--- src/rtl/psat_pkg.sv ---
// ----------------------------------------------------------------------------
// psat_pkg
// shared types and constants for the polygon separating axis test unit
// ----------------------------------------------------------------------------
package psat_pkg;

  localparam int FIELD_W      = 16;  // port width of a coordinate
  localparam int COORD_WIDTH  = 16;  // significant coordinate bits
  localparam int MAX_VERTICES = 16;  // vertex capacity of each polygon
  localparam int QUEUE_DEPTH  = 4;

  localparam int VIDX_W = $clog2(MAX_VERTICES);
  localparam int CNT_W  = $clog2(MAX_VERTICES + 1);
  localparam int VERT_W = 2 * COORD_WIDTH;
  localparam int NORM_W = COORD_WIDTH + 1;
  localparam int PROD_W = COORD_WIDTH + NORM_W;
  localparam int PROJ_W = PROD_W + 1;

  typedef enum logic [1:0] {
    OP_ADD_A   = 2'b00,
    OP_CLOSE_A = 2'b01,
    OP_ADD_B   = 2'b10,
    OP_CLOSE_B = 2'b11
  } op_t;

  typedef logic signed [COORD_WIDTH-1:0] coord_t;

  typedef struct packed {
    op_t    op;
    coord_t x;
    coord_t y;
  } cmd_t;

endpackage

--- src/rtl/psat_ifs.sv ---
// ----------------------------------------------------------------------------
// psat channel interfaces
// valid/ready channels for vertex items and test results
// ----------------------------------------------------------------------------
interface psat_vtx_if;
  import psat_pkg::*;

  logic                      valid;
  logic                      ready;
  logic                      polygon_select;
  logic signed [FIELD_W-1:0] vertex_x;
  logic signed [FIELD_W-1:0] vertex_y;
  logic                      last_vertex;

  modport source (output valid, polygon_select, vertex_x, vertex_y, last_vertex,
                  input ready);
  modport sink (input valid, polygon_select, vertex_x, vertex_y, last_vertex,
                output ready);
endinterface

interface psat_res_if;
  logic valid;
  logic ready;
  logic overlapping;
  logic status;

  modport source (output valid, overlapping, status, input ready);
  modport sink (input valid, overlapping, status, output ready);
endinterface

--- src/rtl/psat_front.sv ---
// ----------------------------------------------------------------------------
// psat_front
// accepts vertex items, decodes them into commands and holds one in a register
// ----------------------------------------------------------------------------
module psat_front (
  input  logic             clk,
  input  logic             rst,
  psat_vtx_if.sink         vtx,
  output logic             cmd_valid,
  input  logic             cmd_ready,
  output psat_pkg::cmd_t   cmd
);
  import psat_pkg::*;

  logic hold_valid;
  cmd_t hold;
  cmd_t decoded;

  always_comb begin
    decoded.x = coord_t'(vtx.vertex_x[COORD_WIDTH-1:0]);
    decoded.y = coord_t'(vtx.vertex_y[COORD_WIDTH-1:0]);
    unique case ({vtx.polygon_select, vtx.last_vertex})
      2'b00:   decoded.op = OP_ADD_A;
      2'b01:   decoded.op = OP_CLOSE_A;
      2'b10:   decoded.op = OP_ADD_B;
      default: decoded.op = OP_CLOSE_B;
    endcase
  end

  assign vtx.ready = !hold_valid || cmd_ready;
  assign cmd_valid = hold_valid;
  assign cmd       = hold;

  always_ff @(posedge clk) begin
    if (rst) begin
      hold_valid <= 1'b0;
    end else if (vtx.ready) begin
      hold_valid <= vtx.valid;
    end
  end

  always_ff @(posedge clk) begin
    if (vtx.valid && vtx.ready) begin
      hold <= decoded;
    end
  end

endmodule

--- src/rtl/psat_queue.sv ---
// ----------------------------------------------------------------------------
// psat_queue
// small command queue between the front and the back
// ----------------------------------------------------------------------------
module psat_queue (
  input  logic           clk,
  input  logic           rst,
  input  logic           push_valid,
  output logic           push_ready,
  input  psat_pkg::cmd_t push_data,
  output logic           pop_valid,
  input  logic           pop_ready,
  output psat_pkg::cmd_t pop_data
);
  import psat_pkg::*;

  localparam int PTR_W = $clog2(QUEUE_DEPTH);

  cmd_t             slots [QUEUE_DEPTH];
  logic [PTR_W-1:0] wr_ptr;
  logic [PTR_W-1:0] rd_ptr;
  logic [PTR_W:0]   fill;
  logic             push;
  logic             pop;

  assign push_ready = fill != (PTR_W + 1)'(QUEUE_DEPTH);
  assign pop_valid  = fill != '0;
  assign pop_data   = slots[rd_ptr];
  assign push       = push_valid && push_ready;
  assign pop        = pop_valid && pop_ready;

  always_ff @(posedge clk) begin
    if (rst) begin
      wr_ptr <= '0;
      rd_ptr <= '0;
      fill   <= '0;
    end else begin
      if (push) begin
        wr_ptr <= (wr_ptr == PTR_W'(QUEUE_DEPTH - 1)) ? '0 : wr_ptr + 1'b1;
      end
      if (pop) begin
        rd_ptr <= (rd_ptr == PTR_W'(QUEUE_DEPTH - 1)) ? '0 : rd_ptr + 1'b1;
      end
      if (push && !pop) begin
        fill <= fill + 1'b1;
      end else if (pop && !push) begin
        fill <= fill - 1'b1;
      end
    end
  end

  always_ff @(posedge clk) begin
    if (push) begin
      slots[wr_ptr] <= push_data;
    end
  end

endmodule

--- src/rtl/psat_back.sv ---
// ----------------------------------------------------------------------------
// psat_back
// vertex store and axis sequencer: projects both polygons on each edge normal
// ----------------------------------------------------------------------------
module psat_back (
  input  logic           clk,
  input  logic           rst,
  input  logic           cmd_valid,
  output logic           cmd_ready,
  input  psat_pkg::cmd_t cmd,
  psat_res_if.source     res
);
  import psat_pkg::*;

  typedef enum logic [7:0] {
    ST_IDLE  = 8'b0000_0001,
    ST_START = 8'b0000_0010,
    ST_EDGE0 = 8'b0000_0100,
    ST_EDGE1 = 8'b0000_1000,
    ST_EDGE2 = 8'b0001_0000,
    ST_PROJ  = 8'b0010_0000,
    ST_DRAIN = 8'b0100_0000,
    ST_DONE  = 8'b1000_0000
  } state_t;

  state_t state, state_next;

  logic [VERT_W-1:0] mem_a [MAX_VERTICES];
  logic [VERT_W-1:0] mem_b [MAX_VERTICES];
  logic [VERT_W-1:0] rd_a;
  logic [VERT_W-1:0] rd_b;
  logic [VIDX_W-1:0] rd_addr;
  logic [VIDX_W-1:0] wr_addr;
  logic              we_a;
  logic              we_b;

  logic [CNT_W-1:0] count_a, count_a_next;
  logic [CNT_W-1:0] count_b, count_b_next;
  logic             a_closed, a_closed_next;
  logic             overflow_seen, overflow_next;
  logic [CNT_W-1:0] base_a;

  logic              axis_b;        // axis comes from an edge of polygon b
  logic [VIDX_W-1:0] edge_i;
  logic [VIDX_W-1:0] edge_j;
  logic [CNT_W-1:0]  edge_n;
  logic [VIDX_W-1:0] k;
  logic              k_b;
  logic [CNT_W-1:0]  k_n;
  logic [VERT_W-1:0] vi;
  logic [VERT_W-1:0] edge_rd;
  logic signed [NORM_W-1:0] nx;
  logic signed [NORM_W-1:0] ny;

  logic              s1_valid, s1_b, s1_first;
  logic              s2_valid, s2_b, s2_first;
  logic [VERT_W-1:0] s1_rd;
  coord_t            s1_x, s1_y;
  logic signed [PROD_W-1:0] prod_x, prod_y;
  logic signed [PROJ_W-1:0] proj;
  logic signed [PROJ_W-1:0] a_lo, a_hi, b_lo, b_hi;
  logic              separated;
  logic              overlap_res;

  logic out_valid;
  logic out_overlap;
  logic out_status;
  logic out_load;

  assign res.valid       = out_valid;
  assign res.overlapping = out_overlap;
  assign res.status      = out_status;

  assign cmd_ready = state == ST_IDLE;
  assign base_a    = a_closed ? '0 : count_a;
  assign edge_n    = axis_b ? count_b : count_a;
  assign edge_j    = ((CNT_W'(edge_i) + 1'b1) < edge_n) ? edge_i + 1'b1 : '0;
  assign k_n       = k_b ? count_b : count_a;
  assign edge_rd   = axis_b ? rd_b : rd_a;
  assign separated = !(a_hi >= b_lo && b_hi >= a_lo);
  assign out_load  = state == ST_DONE && (!out_valid || res.ready);

  always_comb begin
    unique case (state)
      ST_PROJ:  rd_addr = k;
      ST_EDGE1: rd_addr = edge_j;
      default:  rd_addr = edge_i;
    endcase
  end

  // vertex stores
  always_ff @(posedge clk) begin
    if (we_a) begin
      mem_a[wr_addr] <= {cmd.x, cmd.y};
    end
    if (we_b) begin
      mem_b[wr_addr] <= {cmd.x, cmd.y};
    end
    rd_a <= mem_a[rd_addr];
    rd_b <= mem_b[rd_addr];
  end

  always_comb begin
    state_next    = state;
    count_a_next  = count_a;
    count_b_next  = count_b;
    a_closed_next = a_closed;
    overflow_next = overflow_seen;
    we_a          = 1'b0;
    we_b          = 1'b0;
    wr_addr       = '0;
    unique case (state)
      ST_IDLE: begin
        if (cmd_valid) begin
          case (cmd.op) inside
            OP_ADD_A, OP_CLOSE_A: begin
              a_closed_next = cmd.op == OP_CLOSE_A;
              wr_addr       = base_a[VIDX_W-1:0];
              if (base_a < CNT_W'(MAX_VERTICES)) begin
                we_a         = 1'b1;
                count_a_next = base_a + 1'b1;
              end else begin
                count_a_next  = base_a;
                overflow_next = 1'b1;
              end
            end
            default: begin
              wr_addr = count_b[VIDX_W-1:0];
              if (count_b < CNT_W'(MAX_VERTICES)) begin
                we_b         = 1'b1;
                count_b_next = count_b + 1'b1;
              end else begin
                overflow_next = 1'b1;
              end
              if (cmd.op == OP_CLOSE_B) begin
                state_next = ST_START;
              end
            end
          endcase
        end
      end
      ST_START: begin
        state_next = (count_a == '0 || count_b == '0) ? ST_DONE : ST_EDGE0;
      end
      ST_EDGE0: state_next = ST_EDGE1;
      ST_EDGE1: state_next = ST_EDGE2;
      ST_EDGE2: state_next = ST_PROJ;
      ST_PROJ: begin
        if (k_b && (CNT_W'(k) + 1'b1) == count_b) begin
          state_next = ST_DRAIN;
        end
      end
      ST_DRAIN: begin
        if (!s1_valid && !s2_valid) begin
          if (separated) begin
            state_next = ST_DONE;
          end else if ((CNT_W'(edge_i) + 1'b1) < edge_n || axis_b) begin
            state_next = ST_EDGE0;
          end else begin
            state_next = ST_DONE;
          end
        end
      end
      ST_DONE: begin
        if (out_load) begin
          state_next    = ST_IDLE;
          count_a_next  = '0;
          count_b_next  = '0;
          a_closed_next = 1'b0;
          overflow_next = 1'b0;
        end
      end
      default: state_next = ST_IDLE;
    endcase
  end

  always_ff @(posedge clk) begin
    if (rst) begin
      state         <= ST_IDLE;
      count_a       <= '0;
      count_b       <= '0;
      a_closed      <= 1'b0;
      overflow_seen <= 1'b0;
      s1_valid      <= 1'b0;
      s2_valid      <= 1'b0;
      out_valid     <= 1'b0;
    end else begin
      state         <= state_next;
      count_a       <= count_a_next;
      count_b       <= count_b_next;
      a_closed      <= a_closed_next;
      overflow_seen <= overflow_next;
      s1_valid      <= state == ST_PROJ;
      s2_valid      <= s1_valid;
      if (out_load) begin
        out_valid <= 1'b1;
      end else if (res.ready) begin
        out_valid <= 1'b0;
      end
    end
  end

  // axis sequencing and edge normal
  always_ff @(posedge clk) begin
    unique case (state)
      ST_START: begin
        axis_b      <= 1'b1;
        edge_i      <= '0;
        overlap_res <= 1'b1;
      end
      ST_EDGE1: vi <= edge_rd;
      ST_EDGE2: begin
        nx  <= NORM_W'(coord_t'(vi[COORD_WIDTH-1:0]))
             - NORM_W'(coord_t'(edge_rd[COORD_WIDTH-1:0]));
        ny  <= NORM_W'(coord_t'(edge_rd[VERT_W-1:COORD_WIDTH]))
             - NORM_W'(coord_t'(vi[VERT_W-1:COORD_WIDTH]));
        k   <= '0;
        k_b <= 1'b0;
      end
      ST_PROJ: begin
        if ((CNT_W'(k) + 1'b1) == k_n) begin
          k   <= '0;
          k_b <= 1'b1;
        end else begin
          k <= k + 1'b1;
        end
      end
      ST_DRAIN: begin
        if (!s1_valid && !s2_valid) begin
          if (separated) begin
            overlap_res <= 1'b0;
          end else if ((CNT_W'(edge_i) + 1'b1) < edge_n) begin
            edge_i <= edge_i + 1'b1;
          end else if (axis_b) begin
            axis_b <= 1'b0;
            edge_i <= '0;
          end
        end
      end
      default: ;
    endcase
  end

  // projection pipeline: read, multiply, sum and min/max
  assign s1_rd = s1_b ? rd_b : rd_a;
  assign s1_x  = coord_t'(s1_rd[VERT_W-1:COORD_WIDTH]);
  assign s1_y  = coord_t'(s1_rd[COORD_WIDTH-1:0]);
  assign proj  = PROJ_W'(prod_x) + PROJ_W'(prod_y);

  always_ff @(posedge clk) begin
    s1_b     <= k_b;
    s1_first <= k == '0;
    s2_b     <= s1_b;
    s2_first <= s1_first;
    prod_x   <= PROD_W'(s1_x) * PROD_W'(nx);
    prod_y   <= PROD_W'(s1_y) * PROD_W'(ny);
    if (s2_valid) begin
      if (s2_b) begin
        if (s2_first || proj < b_lo) b_lo <= proj;
        if (s2_first || proj > b_hi) b_hi <= proj;
      end else begin
        if (s2_first || proj < a_lo) a_lo <= proj;
        if (s2_first || proj > a_hi) a_hi <= proj;
      end
    end
  end

  always_ff @(posedge clk) begin
    if (out_load) begin
      out_overlap <= overlap_res;
      out_status  <= overflow_seen;
    end
  end

  // a test only walks axes when both polygons hold vertices
  a_axes_nonempty: assert property (@(posedge clk) disable iff (rst)
    (state == ST_EDGE0) |-> (count_a != '0 && count_b != '0))
    else $error("axis walk started with an empty polygon");

  a_count_range: assert property (@(posedge clk) disable iff (rst)
    (count_a <= CNT_W'(MAX_VERTICES) && count_b <= CNT_W'(MAX_VERTICES)))
    else $error("vertex count beyond capacity");

  a_pipe_in_proj: assert property (@(posedge clk) disable iff (rst)
    s1_valid |-> (state == ST_PROJ || state == ST_DRAIN))
    else $error("projection pipeline busy outside projection");

  a_close_b_starts: assert property (@(posedge clk) disable iff (rst)
    (cmd_valid && cmd_ready && cmd.op == OP_CLOSE_B) |=> (state == ST_START))
    else $error("closing polygon b did not start a test");

  a_done_clears: assert property (@(posedge clk) disable iff (rst)
    out_load |=> (count_a == '0 && count_b == '0 && !overflow_seen && out_valid))
    else $error("state not cleared after result");

endmodule

--- src/rtl/polygon_separating_axis_test_unit.sv ---
// ----------------------------------------------------------------------------
// polygon_separating_axis_test_unit
// overlap test of two convex polygons by separating axes
// ----------------------------------------------------------------------------
// Vertices are taken one per cycle into a small command queue while it has
// room, and are stored while the back end is idle. Closing polygon B starts
// the test: every edge normal of B and then of A is one axis, each axis reads
// its edge from the vertex store in states EDGE0, EDGE1 and EDGE2, streams
// every vertex through the single read port of each store and a two-stage
// multiply pipeline, and waits in a drain/compare state. The walk ends at the
// first separating axis. Vertices for the next pair queue up while a test
// runs, and a result waits in the output register; the next result loads
// only once the waiting one has been taken.
module polygon_separating_axis_test_unit (
  input  logic     clk,
  input  logic     rst,
  psat_vtx_if.sink vtx,
  psat_res_if.source res
);
  import psat_pkg::*;

  logic front_valid;
  logic front_ready;
  cmd_t front_cmd;
  logic queue_valid;
  logic queue_ready;
  cmd_t queue_cmd;

  psat_front u_front (
    .clk       (clk),
    .rst       (rst),
    .vtx       (vtx),
    .cmd_valid (front_valid),
    .cmd_ready (front_ready),
    .cmd       (front_cmd)
  );

  psat_queue u_queue (
    .clk        (clk),
    .rst        (rst),
    .push_valid (front_valid),
    .push_ready (front_ready),
    .push_data  (front_cmd),
    .pop_valid  (queue_valid),
    .pop_ready  (queue_ready),
    .pop_data   (queue_cmd)
  );

  psat_back u_back (
    .clk       (clk),
    .rst       (rst),
    .cmd_valid (queue_valid),
    .cmd_ready (queue_ready),
    .cmd       (queue_cmd),
    .res       (res)
  );

endmodule

--- src/flat_wrapper.sv ---
// flat-port wrapper written by rule: the top's interface ports become plain ports
module polygon_separating_axis_test_unit_flat import psat_pkg::*;
  (clk, rst, vtx_valid, vtx_polygon_select, vtx_vertex_x, vtx_vertex_y, vtx_last_vertex, vtx_ready, res_valid, res_overlapping, res_status, res_ready);
  psat_vtx_if vtx_i ();
  psat_res_if res_i ();
  input  logic clk;
  input  logic rst;
  input wire logic [$bits(vtx_i.valid)-1:0] vtx_valid;
  input wire logic [$bits(vtx_i.polygon_select)-1:0] vtx_polygon_select;
  input wire logic [$bits(vtx_i.vertex_x)-1:0] vtx_vertex_x;
  input wire logic [$bits(vtx_i.vertex_y)-1:0] vtx_vertex_y;
  input wire logic [$bits(vtx_i.last_vertex)-1:0] vtx_last_vertex;
  output wire logic [$bits(vtx_i.ready)-1:0] vtx_ready;
  output wire logic [$bits(res_i.valid)-1:0] res_valid;
  output wire logic [$bits(res_i.overlapping)-1:0] res_overlapping;
  output wire logic [$bits(res_i.status)-1:0] res_status;
  input wire logic [$bits(res_i.ready)-1:0] res_ready;
  assign vtx_i.valid = vtx_valid;
  assign vtx_i.polygon_select = vtx_polygon_select;
  assign vtx_i.vertex_x = vtx_vertex_x;
  assign vtx_i.vertex_y = vtx_vertex_y;
  assign vtx_i.last_vertex = vtx_last_vertex;
  assign vtx_ready = vtx_i.ready;
  assign res_valid = res_i.valid;
  assign res_overlapping = res_i.overlapping;
  assign res_status = res_i.status;
  assign res_i.ready = res_ready;
  polygon_separating_axis_test_unit u_core (.clk(clk), .rst(rst), .vtx(vtx_i), .res(res_i));
endmodule
--- config.mk ---
export PLATFORM = sky130hd
export DESIGN_NAME = polygon_separating_axis_test_unit_flat
export DESIGN_NICKNAME = d
export VERILOG_FILES = /design/src/rtl/psat_pkg.sv /design/src/rtl/psat_ifs.sv /design/src/rtl/psat_front.sv /design/src/rtl/psat_queue.sv /design/src/rtl/psat_back.sv /design/src/rtl/polygon_separating_axis_test_unit.sv /design/src/flat_wrapper.sv
export SDC_FILE = /design/constraint.sdc
export NUM_CORES = 2
export LEC_CHECK = 0
export ABC_AREA = 1
export BUFFER_PORTS_ARGS = -buffer_cell sky130_fd_sc_hd__buf_2
export CORE_MARGIN = 8
export CORE_UTILIZATION = 43
export DETAILED_ROUTE_END_ITERATION = 7
export GPL_TIMING_DRIVEN = 0
export PLACE_DENSITY = 0.64
export SLEW_MARGIN = 20
export SYNTH_ARGS = -nofsm -noshare
export SYNTH_HDL_FRONTEND = slang
export SYNTH_SLANG_ARGS = --single-unit
--- constraint.sdc ---
create_clock -name clk -period 8.8 [get_ports clk]
set_input_delay 0.88 -clock clk [delete_from_list [all_inputs] [get_ports clk]]
set_output_delay 0.88 -clock clk [all_outputs]
set_load 0.05 [all_outputs]
Word level (Yosys, flattened, before mapping)
Memories as Yosys holds them, arrays and structs flattened. A register that Yosys moved wholly into a read port is not among the register bits.
Index checks and enable logic that the tools add are counted.
{"block": "op_classes", "addsub": 13, "mul": 2, "order_cmp": 9, "n_eq_ne": 32, "muxes": 77, "bitwise": 1, "n_reduce_logical": 47}
{"op": "two-way mux 8 bit", "n": 9}
{"op": ">= comparator 34 bit", "n": 2}
{"op": "greater-than comparator 34 bit", "n": 2}
{"op": "< comparator 34 bit", "n": 2}
{"op": "multiplier 16 x 17 -> 33 bit", "n": 2}
{"op": "two-way mux 32 bit", "n": 2}
{"op": "one-hot mux 8 bit (8 select lines)", "n": 1}
{"op": "two-way mux 5 bit", "n": 10}
{"op": "two-way mux 4 bit", "n": 9}
{"op": "adder 33 x 33 -> 34 bit", "n": 1}
{"op": "subtractor 16 x 16 -> 17 bit", "n": 2}
{"op": "two-way mux 1 bit", "n": 29}
{"op": "one-hot mux 4 bit (2 select lines)", "n": 3}
{"op": "inequality test 2 bit, second input constant", "n": 11}
{"op": "one-hot mux 5 bit (2 select lines)", "n": 2}
{"op": "AND reduction 3 bit", "n": 5}
{"op": "inequality test 3 bit, second input constant", "n": 4}
{"op": "AND reduction 4 bit", "n": 3}
{"op": "adder 4 x 1 -> 5 bit, second input constant", "n": 2}
{"op": "adder 5 x 1 -> 5 bit, second input constant", "n": 2}
{"op": "== test 5 bit", "n": 2}
{"op": "zero test 5 bit", "n": 2}
{"op": "< comparator 5 bit, second input constant", "n": 2}
{"op": "one-hot mux 1 bit (2 select lines)", "n": 5}
{"op": "31 further kinds", "n": 67}
{"block": "totals", "register_bits": 350, "ram_bits": 1160, "in_bits": 38, "memories": 3}
{"memory": "u_core.u_back.mem_a", "words": 16, "width": 32, "read_ports": 1, "rd_ports_with_merged_regs": 1, "wr": 1, "line_no": "psat_back.sv:28", "text": "logic [VERT_W-1:0] mem_a [MAX_VERTICES];"}
{"memory": "u_core.u_back.mem_b", "words": 16, "width": 32, "read_ports": 1, "rd_ports_with_merged_regs": 1, "wr": 1, "line_no": "psat_back.sv:29", "text": "logic [VERT_W-1:0] mem_b [MAX_VERTICES];"}
{"memory": "u_core.u_queue.slots", "words": 4, "width": 34, "read_ports": 1, "rd_ports_with_merged_regs": 1, "wr": 1, "line_no": "psat_queue.sv:19", "text": "cmd_t slots [QUEUE_DEPTH];"}

Depth between registers and ports, before layout
{"block": "depth", "ltp_word": 8, "ltp_mapped": 30}

Cells and area by module
Synthesis repeated with hierarchy kept, for this count alone.
{"block": "unflattened", "hier_cells": 8737, "hier_area_um2": 89677.3}
{"module": "psat_back", "n_inst": 1, "cells_per_inst": 8297, "area_per_inst_um2": 82857.0}
{"module": "psat_queue", "n_inst": 1, "cells_per_inst": 398, "area_per_inst_um2": 5744.3}
{"module": "psat_front", "n_inst": 1, "cells_per_inst": 42, "area_per_inst_um2": 1076.0}

Least setup slack after synthesis
No wires, ideal clock.
{"block": "synth_timing", "kind": "flip-flop to flip-flop", "from": "reg u_core.u_back.s1_b", "to": "reg u_core.u_back.prod_x[29]", "setup_ns": 0.123, "arrival_ns": 6.186, "setup_slack_ns": 2.491, "path_stages_with_launch": 23, "n_path_buf": 2, "synth_period_minus_slack_ns": 6.309, "path_cell_list": "dfxtp_1 -> clkbuf_1 -> clkbuf_1 -> nand2_1 -> o21ai_1 -> nor2_1 -> fa_1 -> fa_1 -> fa_1 -> fa_1 -> fa_1 -> inv_1 -> fa_1 -> inv_1 -> ha_1 -> nand2_1 -> nor4_1 -> nand2_1 -> o211ai_1 -> nand3_1 -> nand2_1 -> a21oi_1 -> xor2_1"}
{"block": "synth_between", "elab_chain_len": 2}
{"element": "from (decl)", "line_no": "psat_back.sv:55", "text": "logic s1_valid, s1_b, s1_first;"}
{"element": "from (signal assigned)", "line_no": "psat_back.sv:251", "text": "s1_b <= k_b;"}
{"element": "two-way mux 32 bit", "line_no": "psat_back.sv:245", "text": "assign s1_rd = s1_b ? rd_b : rd_a;"}
{"element": "multiplier 16 x 17 -> 33 bit", "line_no": "psat_back.sv:255", "text": "prod_x <= PROD_W'(s1_x) * PROD_W'(nx);"}
{"element": "to (signal assigned)", "line_no": "psat_back.sv:255"}
{"element": "to (decl)", "line_no": "psat_back.sv:59", "text": "logic signed [PROD_W-1:0] prod_x, prod_y;"}
Every way passes these cells.
A chain may end at the register's enable or synchronous reset.

Worst setup path after layout
{"block": "layout_timing", "from": "reg u_core.u_back.s1_b", "to": "reg u_core.u_back.prod_y[29]"}
{"block": "layout_between", "elab_chain_len": 2}
{"element": "two-way mux 32 bit", "line_no": "psat_back.sv:245"}
{"element": "multiplier 16 x 17 -> 33 bit", "line_no": "psat_back.sv:256", "text": "prod_y <= PROD_W'(s1_y) * PROD_W'(ny);"}
{"element": "to (signal assigned)", "line_no": "psat_back.sv:256"}
{"element": "to (decl)", "line_no": "psat_back.sv:59"}
Every way passes these cells.

==> impl_metrics.env <==
export IMPL_cts_made_buffers=164
export IMPL_grt_max_degree=36
export IMPL_clockRootBuffer="clkbuf_16"
export IMPL_routedWlPerCell_um=21.8
export IMPL_syn_inst=8736
export IMPL_rsz0062_at_grt="false"
export IMPL_yosysUniqueCellTypes=50
export IMPL_core_um2=207000
export IMPL_clk_pin_slew_ns=0.06
export IMPL_ys_warn_count=0
export IMPL_fin_skew_ns=0.0763
export IMPL_regArea_um2=45700
export IMPL_swShare_pct=46.4
export IMPL_die_w_um=472
export IMPL_drc=0
export IMPL_place_congestion=0.951
export IMPL_worstSetupEndpointType="flop"
export IMPL_powerDensity_nw_per_um2=434
export IMPL_clock_sinks=1576
export IMPL_antenna_found_initial=5
export IMPL_internal_power_uw=23600
export IMPL_cts_path_max_buffers=3
export IMPL_firstDrtPassIters=6
export IMPL_synth_edf_count=1409
export IMPL_finalSetupViolations=0
export IMPL_p_leak_uw=0.0430
export IMPL_postRouteAntennaNets=0
export IMPL_ys_seq_elements=1576
export IMPL_grt_pass1_vias=64400
export IMPL_htreeDepth=4
export IMPL_fin_util_pct=48.9
export IMPL_overflow=0
export IMPL_cts_resized=0
export IMPL_hold_viol_final=0
export IMPL_max_freq_ghz=0.123
export IMPL_post_cts_setup_buffers=0
export IMPL_drt_initial_drc_count=5621
export IMPL_clock_latency_ns=0.82
export IMPL_cap_viol_max_count=0
export IMPL_finalSetupTns_ns=0
export IMPL_worst_slew_pin_slew_ns=1.23
export IMPL_syn_area_um2=89400
export IMPL_status="finished, final reports clean"
export IMPL_area_growth_pct=13.2
export IMPL_crit_arrival_ns=8.87
export IMPL_pwr_share_comb_pct=60.2
export IMPL_hold_buffers=0
export IMPL_fillers=18500
export IMPL_start_util_pct=43.2
export IMPL_nNetsFinal=10100
export IMPL_seq_power_share_pct=24.0
export IMPL_hpwl_um=197000
export IMPL_required_ns=9.52
export IMPL_cts_tree="yes"
export IMPL_die_area_um2=223000
export IMPL_peakVddDrop_mv=0.662
export IMPL_max_slew_margin_rel_pct=17.4
export IMPL_row_count=167
export IMPL_worstSetupPathType="flop to flop"
export IMPL_hold_path_class="input port to flop"
export IMPL_synthArstFlopShare_pct=0
export IMPL_clock_power_share_pct=15.8
export IMPL_hold_ws_ns=0.243
export IMPL_grt_pass1_wl_um=388000
export IMPL_io_pins=42
export IMPL_synth_nets=9781
export IMPL_avgViaCountPerCell=5.38
export IMPL_synth_flop_cell="edfxtp_1"
export IMPL_finalCritPeriodShare_pct=92.6
export IMPL_port_buffers=38
export IMPL_multiInputGateArea_um2=38700
export IMPL_vias=63800
export IMPL_worstPathMaxFanout=10
export IMPL_drive_gt1_share_pct=7.10
export IMPL_crit_path_start_kind="flop"
export IMPL_slew_viol_final=0
export IMPL_die_y_um=472
export IMPL_routed_wl_um=258000
export IMPL_postSynthAreaPerCell_um2=10.2
export IMPL_track_usage_pct=22.6
export IMPL_switchingPower_uw=20400
export IMPL_ys_seq_area_share_pct=51.0
export IMPL_fin_crit_ns=8.15
==> final timing paths <==
path	from	end	slack, ns	cells past startpoint
max	u_core.u_back.s1_b	u_core.u_back.prod_y[29]	0.65	26
min	vtx_vertex_y[15]	u_core.u_front.cmd[15]	0.24	1
max reg2reg	u_core.u_back.s1_b	u_core.u_back.prod_y[29]	0.65	26
min reg2reg	u_core.u_back.s1_first	u_core.u_back.s2_first	0.35	0
==> cells in the mapped netlist, drive strengths merged (2+ instances only) <==
cell type | instances | area (um^2)
a211oi | 18 | 135
a21boi | 7 | 52.6
a21o | 18 | 135
a21oi | 308 | 1540
a221oi | 6 | 52.6
a31oi | 11 | 68.8
and3 | 2 | 12.5
buf | 200 | 1080
clkbuf | 157 | 589
clkinv | 21 | 78.8
dfxtp | 167 | 3340
edfxtp | 1409 | 42300
fa | 556 | 11100
ha | 451 | 5640
inv | 1109 | 4160
mux2i | 2 | 20.0
nand2 | 2216 | 8330
nand3 | 838 | 4190
nand3b | 2 | 15.0
nand4 | 51 | 340
nor2 | 579 | 2190
nor3 | 35 | 175
nor3b | 3 | 22.5
nor4 | 15 | 100
o2111ai | 8 | 70.1
o211ai | 78 | 586
o21a | 12 | 90.1
o21ai | 228 | 1140
o21bai | 14 | 105
o221ai | 2 | 17.5
o22ai | 36 | 225
o31ai | 6 | 45.0
or2 | 19 | 119
xnor2 | 55 | 482
xor2 | 94 | 823
==> layer usage <==
layer	GRT usage [%]	share of wire, %	vias up
met4	9.35	4.7	0
met3	3.27	7.3	544
met2	38.1	47	2600
li1	-	-	29500
met5	0	0	-
met1	29.5	41	31200
==> power by group through the flow <==
stage               registers [uW]  logic [uW]  clock network [uW]
finish                       10500       26500                6940
detailed placement           10700       26300                   0
floorplan                    10600       17800                   0
global placement             10900       24900                   0
global route                 10600       29700                7290
CTS                          10500       26500                7010
==> worst max-delay path: stages (launching register included) <==
cell	delay (ns)
dfxtp_1	0.48
clkbuf_1	0.30
clkbuf_1	0.45
or2_2	0.20
nand2_1	0.29
inv_1	0.39
clkbuf_1	0.47
nand2_1	0.14
fa_1	0.50
inv_1	0.05
fa_1	0.51
fa_1	0.61
fa_1	0.45
fa_1	0.50
inv_1	0.05
fa_1	0.47
inv_1	0.04
ha_1	0.36
nand2_1	0.15
nor4_1	0.73
nand4_1	0.18
nand3_1	0.22
nand2_1	0.08
nand2_1	0.12
nand3_1	0.08
nand2_1	0.08
xor2_1	0.15
==> sequential cells by signal (all words and copies together) (netlist names), 34 cells and up, named ones only <==
signal and flops:
u_core.u_back.mem_a 512, u_core.u_queue.slots 136, u_core.u_back.b_lo 34, u_core.u_front.cmd 34, u_core.u_back.a_hi 34, u_core.u_back.b_hi 34
u_core.u_back.mem_b 512, u_core.u_back.a_lo 34
==> layout by cell type (no fill, tap or decap), types with 170 or more instances in the layout <==
cell type / netlist / layout
a21oi_1: 308 / 304
buf_2: 141 / 179
clkbuf_1: 157 / 201
clkbuf_16: 0 / 170
edfxtp_1: 1409 / 1409
fa_1: 556 / 556
ha_1: 451 / 451
inv_1: 1103 / 1101
nand2_1: 2215 / 2215
nand3_1: 838 / 838
nor2_1: 575 / 541
o21ai_0: 214 / 207
==> logic make-up (layout without fill, tap and decap cells) <==
kind of cell	after synthesis	in the layout	share of synthesized area, %
compound gates	754	754	4.79
other cells	0	2	0
flops	1576	1576	51.0
buf+inv	1487	1915	6.61
fa+ha+maj	1007	1007	18.8
xor+xnor	149	149	1.46
mux	2	2	0.0224
simple gates	3761	3761	17.3
==> final cells by class <==
type,instances,area share (%)
Clock buffer,229,4.51
Buffer,357,1.65
Inverter,1130,4.19
Multi-Input combinational cell,5673,38.2
Clock inverter,74,0.797
Sequential cell,1576,45.1
Timing Repair Buffer,125,2.21
Tap cell,2704,3.34
Antenna cell,2,0.00494
==> stage by stage <==
step / cells / setup WS, ns / instance area [um^2] / total power, uW
floorplan: 8736 / 2.49 / 89400 / 28300
CTS: 11900 / 0.561 / 101000 / 44100
finish: 11900 / 0.649 / 101000 / 43900
global placement: 11500 / 0.601 / 93000 / 35700
global route: 11900 / 0.198 / 101000 / 47600
detailed placement: 11600 / 0.613 / 95800 / 37000
Power figures use the tool's default switching activity.
